<file path="config.mk">
export PLATFORM = sky130hd
export DESIGN_NAME = word_boundary_tokenizer
export DESIGN_NICKNAME = d
export VERILOG_FILES = /design/src/rtl/core/wbt_pkg.sv /design/src/rtl/core/wbt_classify.sv /design/src/rtl/core/word_boundary_tokenizer.sv
export SDC_FILE = /design/constraint.sdc
export NUM_CORES = 1
export LEC_CHECK = 0
export BUFFER_PORTS_ARGS = -buffer_cell sky130_fd_sc_hd__buf_2
export CORE_ASPECT_RATIO = 0.9
export CORE_MARGIN = 2
export CORE_UTILIZATION = 60
export CTS_BUF_LIST = sky130_fd_sc_hd__clkbuf_2
export DETAILED_ROUTE_END_ITERATION = 10
export PLACE_DENSITY_LB_ADDON = 0.1
export SETUP_SLACK_MARGIN = 0.02
export SLEW_MARGIN = 10
export SYNTH_ARGS = -nofsm -noshare
export SYNTH_HDL_FRONTEND = slang
export SYNTH_SLANG_ARGS = --single-unit
export TNS_END_PERCENT = 5
</file>
<file path="constraint.sdc">
create_clock -name clock -period 5.9 [get_ports clock]
set_input_delay 0.885 -clock clock [delete_from_list [all_inputs] [get_ports clock]]
set_output_delay 0.885 -clock clock [all_outputs]
set_load 0.05 [all_outputs]
</file>
<file path="src/rtl/core/wbt_pkg.sv">
// Shared types and constants for the word boundary tokenizer.
// No dependencies; imported by wbt_classify, word_boundary_tokenizer and the testbench.
package wbt_pkg;

   localparam int unsigned BYTE_W   = 8;
   localparam int unsigned OFFSET_W = 32;
   localparam int unsigned LENGTH_W = 8;

   localparam logic [BYTE_W-1:0]   CHAR_NUL     = 8'h00;
   localparam logic [BYTE_W-1:0]   CHAR_NEWLINE = 8'h0A;
   localparam logic [BYTE_W-1:0]   CHAR_SPACE   = 8'h20;
   localparam logic [LENGTH_W-1:0] LENGTH_MAX   = 8'hFF;

   // scan mode of the word tracker
   typedef enum logic [1:0] {
      MODE_SEEK    = 2'd0,
      MODE_WORD    = 2'd1,
      MODE_DISCARD = 2'd2,
      MODE_IGNORE  = 2'd3
   } scan_mode_type;

   // C locale character classes of one byte
   typedef struct packed {
      logic is_nul;
      logic is_newline;
      logic is_letter;
      logic is_digit;
      logic is_space;
      logic is_punct;
   } char_class_type;

endpackage

</file>
<file path="src/rtl/core/wbt_classify.sv">
// Byte classifier: decodes one text byte into C locale classes.
// Depends on wbt_pkg.
module wbt_classify (
   input  logic [wbt_pkg::BYTE_W-1:0] char_byte,
   output wbt_pkg::char_class_type    char_class
);
   import wbt_pkg::*;

   always_comb begin
      char_class.is_nul     = (char_byte == CHAR_NUL);
      char_class.is_newline = (char_byte == CHAR_NEWLINE);
      char_class.is_letter  = (char_byte >= 8'd65 && char_byte <= 8'd90) ||
                              (char_byte >= 8'd97 && char_byte <= 8'd122);
      char_class.is_digit   = (char_byte >= 8'd48 && char_byte <= 8'd57);
      char_class.is_space   = (char_byte == CHAR_SPACE) ||
                              (char_byte >= 8'd9 && char_byte <= 8'd13);
      char_class.is_punct   = (char_byte >= 8'd33  && char_byte <= 8'd47)  ||
                              (char_byte >= 8'd58  && char_byte <= 8'd64)  ||
                              (char_byte >= 8'd91  && char_byte <= 8'd96)  ||
                              (char_byte >= 8'd123 && char_byte <= 8'd126);
   end

endmodule

</file>
<file path="src/rtl/core/word_boundary_tokenizer.sv">
// Word boundary tokenizer top level: byte stream in, word offset/length out.
// Depends on wbt_pkg and wbt_classify.
// ----------------------------------------------------------------------------
// Takes one text byte per transfer and emits one transfer per finished word:
// the offset of its first letter from the document start and its length from
// first to last letter. Letters open a word. Whitespace, or a second
// punctuation mark in a row, closes it. A digit kills the word up to the next
// whitespace. A NUL byte ignores the rest of its chunk. Chunks end at a
// newline, after CHUNK_BYTES bytes, or at tlast, and a word still open at a
// chunk end is dropped. tlast also restarts offsets at zero.
// Throughput is one byte per clock while no word is stalled. The byte is
// classified and the scan state updated in the accepting cycle, and a
// finished word lands in the output register on that edge. req_tready is high
// while that register is empty or being drained. While a word waits there
// with rsp_tready low, input is held off for every cycle of the stall.
// ----------------------------------------------------------------------------
module word_boundary_tokenizer #(
   parameter int unsigned CHUNK_BYTES = 255
) (
   input  logic        clock,
   input  logic        reset,
   // byte stream in
   input  logic        req_tvalid,
   output logic        req_tready,
   input  logic [7:0]  req_tdata,   // [7:0] text_byte
   input  logic        req_tlast,   // end_of_text
   // word stream out
   output logic        rsp_tvalid,
   input  logic        rsp_tready,
   output logic [39:0] rsp_tdata    // [31:0] word_offset, [39:32] word_length
);
   import wbt_pkg::*;

   localparam int unsigned CW = $clog2(CHUNK_BYTES + 1);        // chunk position width
   localparam int unsigned LW = (CW + 1 > LENGTH_W) ? CW + 1 : LENGTH_W;

   // scan state
   scan_mode_type         mode_ff, mode_in;
   logic [CW-1:0]         chunk_pos_ff, chunk_pos_in;
   logic [OFFSET_W-1:0]   stream_pos_ff, stream_pos_in;
   logic [OFFSET_W-1:0]   word_begin_ff, word_begin_in;
   logic [CW-1:0]         begin_cp_ff, begin_cp_in;     // chunk position of first letter
   logic [CW-1:0]         last_cp_ff, last_cp_in;       // chunk position of last letter
   logic                  punct_ff, punct_in;

   // output register
   logic                  rsp_valid_ff, rsp_valid_in;
   logic [OFFSET_W-1:0]   rsp_offset_ff;
   logic [LENGTH_W-1:0]   rsp_length_ff;

   char_class_type        cls;
   logic                  req_xfer;
   logic                  emit;
   logic [CW:0]           cp_next;
   logic                  chunk_end;
   logic [CW:0]           len_wide;
   logic [LW-1:0]         len_ext;
   logic [LENGTH_W-1:0]   len_sat;

   wbt_classify u_classify (
      .char_byte  (req_tdata),
      .char_class (cls)
   );

   assign req_tready = !rsp_valid_ff || rsp_tready;
   assign req_xfer   = req_tvalid && req_tready;

   // chunk boundary detection
   assign cp_next   = {1'b0, chunk_pos_ff} + (CW + 1)'(1);
   assign chunk_end = cls.is_newline || (cp_next >= (CW + 1)'(CHUNK_BYTES)) || req_tlast;

   // word length, saturated; a word never crosses a chunk so no wrap here
   assign len_wide = {1'b0, last_cp_ff - begin_cp_ff} + (CW + 1)'(1);
   assign len_ext  = LW'(len_wide);
   assign len_sat  = (len_ext > LW'(LENGTH_MAX)) ? LENGTH_MAX : len_ext[LENGTH_W-1:0];

   // next state and word close
   always_comb begin
      mode_in       = mode_ff;
      word_begin_in = word_begin_ff;
      begin_cp_in   = begin_cp_ff;
      last_cp_in    = last_cp_ff;
      punct_in      = punct_ff;
      emit          = 1'b0;

      case (mode_ff)
         MODE_SEEK: begin
            if (cls.is_nul) begin
               mode_in = MODE_IGNORE;
            end else if (cls.is_letter) begin
               mode_in       = MODE_WORD;
               word_begin_in = stream_pos_ff;
               begin_cp_in   = chunk_pos_ff;
               last_cp_in    = chunk_pos_ff;
               punct_in      = 1'b0;
            end
         end
         MODE_WORD: begin
            if (cls.is_nul) begin
               mode_in = MODE_IGNORE;
            end else if (cls.is_space || (cls.is_punct && punct_ff)) begin
               emit    = 1'b1;
               mode_in = MODE_SEEK;
            end else if (cls.is_digit) begin
               mode_in = MODE_DISCARD;
            end else begin
               if (cls.is_letter) begin
                  last_cp_in = chunk_pos_ff;
               end
               punct_in = cls.is_punct;
            end
         end
         MODE_DISCARD: begin
            if (cls.is_nul) begin
               mode_in = MODE_IGNORE;
            end else if (cls.is_space) begin
               mode_in = MODE_SEEK;
            end
         end
         default: begin
            // ignoring the rest of the chunk
         end
      endcase

      chunk_pos_in = cp_next[CW-1:0];
      if (chunk_end) begin
         mode_in      = MODE_SEEK;
         chunk_pos_in = '0;
         punct_in     = 1'b0;
      end
      stream_pos_in = req_tlast ? '0 : stream_pos_ff + OFFSET_W'(1);

      rsp_valid_in = (req_xfer && emit) || (rsp_valid_ff && !rsp_tready);
   end

   // control state
   always_ff @(posedge clock) begin
      if (reset) begin
         mode_ff       <= MODE_SEEK;
         chunk_pos_ff  <= '0;
         stream_pos_ff <= '0;
         punct_ff      <= 1'b0;
         rsp_valid_ff  <= 1'b0;
      end else begin
         rsp_valid_ff <= rsp_valid_in;
         if (req_xfer) begin
            mode_ff       <= mode_in;
            chunk_pos_ff  <= chunk_pos_in;
            stream_pos_ff <= stream_pos_in;
            punct_ff      <= punct_in;
         end
      end
   end

   // word tracking and result payload
   always_ff @(posedge clock) begin
      if (req_xfer) begin
         word_begin_ff <= word_begin_in;
         begin_cp_ff   <= begin_cp_in;
         last_cp_ff    <= last_cp_in;
         if (emit) begin
            rsp_offset_ff <= word_begin_ff;
            rsp_length_ff <= len_sat;
         end
      end
   end

   assign rsp_tvalid = rsp_valid_ff;
   assign rsp_tdata  = {rsp_length_ff, rsp_offset_ff};

`ifndef ASSERT_OFF
   // a reported word always holds at least one letter
   assert property (@(posedge clock) disable iff (reset)
      rsp_valid_ff |-> (rsp_length_ff != '0))
      else $error("word of zero length reported");

   // the final byte of a document restarts offsets and chunk position
   assert property (@(posedge clock) disable iff (reset)
      (req_xfer && req_tlast) |=> (stream_pos_ff == '0 && chunk_pos_ff == '0))
      else $error("offsets not restarted after end of text");

   // ignore mode never outlives its chunk, so it is never held at chunk position zero
   assert property (@(posedge clock) disable iff (reset)
      (mode_ff == MODE_IGNORE) |-> (chunk_pos_ff != '0))
      else $error("ignore mode at chunk start");

   // a new word is only reported when the output register can take it
   assert property (@(posedge clock) disable iff (reset)
      (rsp_valid_ff && !rsp_tready) |-> !req_tready)
      else $error("input accepted while result stalled");
`endif

endmodule

</file>
==> impl_results.md <==
* Seq pwr share at 0.627
* Die Ht at 95.7 um
* Final worst slack at 2.89 ns
* Reg clk slew, reported paths at 0.18 ns
* Fin cells at 669
* Worst-Skew Late Latency at 0.66 ns
* Die X at 106 um
* Via Count at 3645
* Peak Freq at 0.332 GHz
* Ys async rst share at 0
* Min Hold Slack at 0.444 ns
* RR Startpoint: last_cp_ff[0]
* CTS tree: done
* Worst R2R Path Depth at 11
* R2R Path End: rsp_length_ff[2]
* Hold Buf Count CTS at 0
* Psw at 408 uW
* Hold Vio Cnt, Final at 0
* Setup violators final at 0
* Routed Wire Length at 9.04 mm
* Worst Setup EP: rsp_length_ff[2]
* Final core utilization at 0.684
* Total Power at 1.60 mW
* Outcome: finished, final reports clean
* Largest net degree at the start of global routing at 41
* Mapped Area at 5610 um^2
* Post-DP Area at 5980 um^2
* Cts bufs inserted at 17
* Peak supply drop at 0.153 mV
* Place WS at 2.39 ns
* Initial Util at 0.617
* Initial DRT Pass Iterations at 5
* Crit path from: last_cp_ff[0]
* FP Rows at 33
* PostCTS Resize Cnt at 0
* Global Route Usage Sum at 0.189
* Post-route setup TNS at 0 ns
* Post-route cell area at 6220 um^2
* HPWL Detailed at 6.13 mm
* Via density at 5.45
* CP Launch Type: flip-flop
* Fill cell count at 690
* RSZ-0062 raised after global routing: false
* Syn Nets at 503
* Seq/Total Area, Yosys at 0.628
* Multi-input logic area at 1980 um^2
* Share of cells above drive strength 1 at 0.179
* FF+latch count, synth at 132
* Syn_area_per_cell at 11.8 um^2
* Worst-path maximum fanout at 5
* Sink Count at 132
* Most frequent cells in the layout: 88 x edfxtp_1, 56 x nor2_1, 54 x buf_2, 44 x dfxtp_1, 42 x nand2_1
* Post-synth EDFFs at 88
* Synthesis Warnings at 0
* Vias in the first global route at 3191
* Worst-Margin Slew at 1.15 ns
* Fin nets at 563
* Post-CTS Repair Setup Buffers at 0
* Clock Tree Root: clkbuf_2
* Register Area at 3520 um^2
* Dpl cells at 637
* R2R setup slack at 2.89 ns
* # DRC at 0
* Slew Limit Fails at 0
* Area delta synth->final at 10.8%
* Cells after Synth at 474
* Pwr/cell area at 257 nW/um^2
* Max-cap violations at 0
* Initial drt markers at 202
* Port bufs at 54
* Fin crit period at 3.01 ns
* Antenna viol nets, final at 0
* Max-slew headroom at 0.234
* Crit path DAT at 3.52 ns
* Fin crit share at 0.511
* Comb pwr share at 0.048
* Antenna cells at 0
* Placer Congestion at 0.900
* Initial antenna violation count at 0
* Clk buf depth at 2
* # IOs at 55
* CTS H-tree lvls at 4
* First-pass GRT wire length at 14.8 mm
* Critical Path Sink Type: flip-flop
* Most common cell after layout, fill and taps aside: edfxtp_1
* Switch share at 0.256
* Core Box Area at 9080 um^2
* Synth cell types at 54
* Worst Clk Skew at 0.0183 ns
* Clock network fraction of design power at 0.325
* WP data required at 6.40 ns
* Die area at 10100 um^2
* Wire length per cell at 13.5 um
* Internal Power at 1.19 mW
* Critical Setup Path Class: flip-flop to flip-flop
* Ys flop type: edfxtp_1
* LEAKAGE at 2.22 nW
* GRT Residual Overflow at 0
* Hold crit path type: flip-flop to flip-flop
[final cells by class]
| cell class | instances | area share |
|---|---|---|
| Clock inverter | 15 | 0.0240 |
| Multi-Input combinational cell | 314 | 0.318 |
| Clock buffer | 17 | 0.0137 |
| Inverter | 15 | 0.00906 |
| Timing Repair Buffer | 54 | 0.0435 |
| Sequential cell | 132 | 0.567 |
| Tap cell | 122 | 0.0246 |
[worst max-delay path, stage by stage, from the launching register on]
cell and delay, ns:
edfxtp_1 0.41, inv_1 0.06, ha_1 0.16, inv_1 0.05, fa_1 0.40, a21o_1 0.18, a21oi_1 0.22, o21ai_0 0.21
or3b_2 0.49, o31ai_1 0.30, nand4_1 0.25, o21ai_0 0.14
[flip-flops by register name, summed over array words and instances (netlist names)]
register and cells:
mode_ff 2, rsp_offset_ff 32, stream_pos_ff 32, punct_ff 1, rsp_tvalid 1, begin_cp_ff 8
rsp_length_ff 8, chunk_pos_ff 8, word_begin_ff 32, last_cp_ff 8
[how the worst min path moves through the flow]
stage	slack, ns	startpoint	endpoint	cells past startpoint
after floorplan	0.40	word_begin_ff[0]	rsp_offset_ff[0]	0
after CTS	0.45	word_begin_ff[31]	rsp_offset_ff[31]	0
after detailed placement	0.40	word_begin_ff[14]	rsp_offset_ff[14]	0
after global placement	0.40	word_begin_ff[26]	rsp_offset_ff[26]	0
after global routing	0.46	word_begin_ff[10]	rsp_offset_ff[10]	0
final	0.44	word_begin_ff[31]	rsp_offset_ff[31]	0
[power by group through the flow]
stage | Sequential, mW | Clock, mW | Combinational (mW)
6_report | 1.00 | 0.519 | 0.0764
5_1_grt | 1.00 | 0.576 | 0.0859
4_1_cts | 1.00 | 0.536 | 0.0763
3_5_place_dp | 1.02 | 0 | 0.0760
3_3_place_gp | 1.02 | 0 | 0.0740
2_1_floorplan | 1.02 | 0 | 0.0585
[Yosys cell counts, types with 3 or more instances]
master / n / area [um^2]
inv_1: 15 / 56.3
clkbuf_1: 8 / 30.0
xnor2_1: 14 / 123
o21ai_0: 20 / 100
and4_1: 5 / 43.8
or3_1: 5 / 31.3
a21oi_1: 20 / 100
o21a_1: 5 / 37.5
nand2_1: 42 / 158
edfxtp_1: 88 / 2640
nor2b_1: 5 / 31.3
dfxtp_1: 44 / 881
ha_1: 15 / 188
o211ai_1: 3 / 22.5
o31ai_1: 3 / 22.5
and2_1: 8 / 50.1
nor4_1: 3 / 18.8
xor2_1: 24 / 210
nand3b_1: 6 / 45.0
nand3_1: 14 / 70.1
nor2_1: 57 / 214
nor3_1: 10 / 50.1
and3_1: 14 / 87.6
nand4_1: 9 / 56.3
[per-layer routing]
layer,GRT usage,wire length [um],share of wire,vias to the layer above
li1,-,-,-,1829
met1,0.246,4290,0.47,1702
met4,0.0625,91,0.010,0
met3,0.0542,457,0.051,12
met5,0,0,0,-
met2,0.310,4200,0.46,102
[kinds of logic (layout without fill, tap and decap cells)]
group                      Yosys count  in the layout  synth area share
DFF                                132            132             0.628
muxes                                3              3           0.00625
xor gates and xnor gates            38             38            0.0593
buffers and inverters               28            101            0.0205
and+or+nand+nor                    191            191             0.173
adders and majority gates           17             17            0.0388
AOI/OAI and AO/OA                   65             65            0.0738
Note: power is estimated with default switching activity, not from simulation.
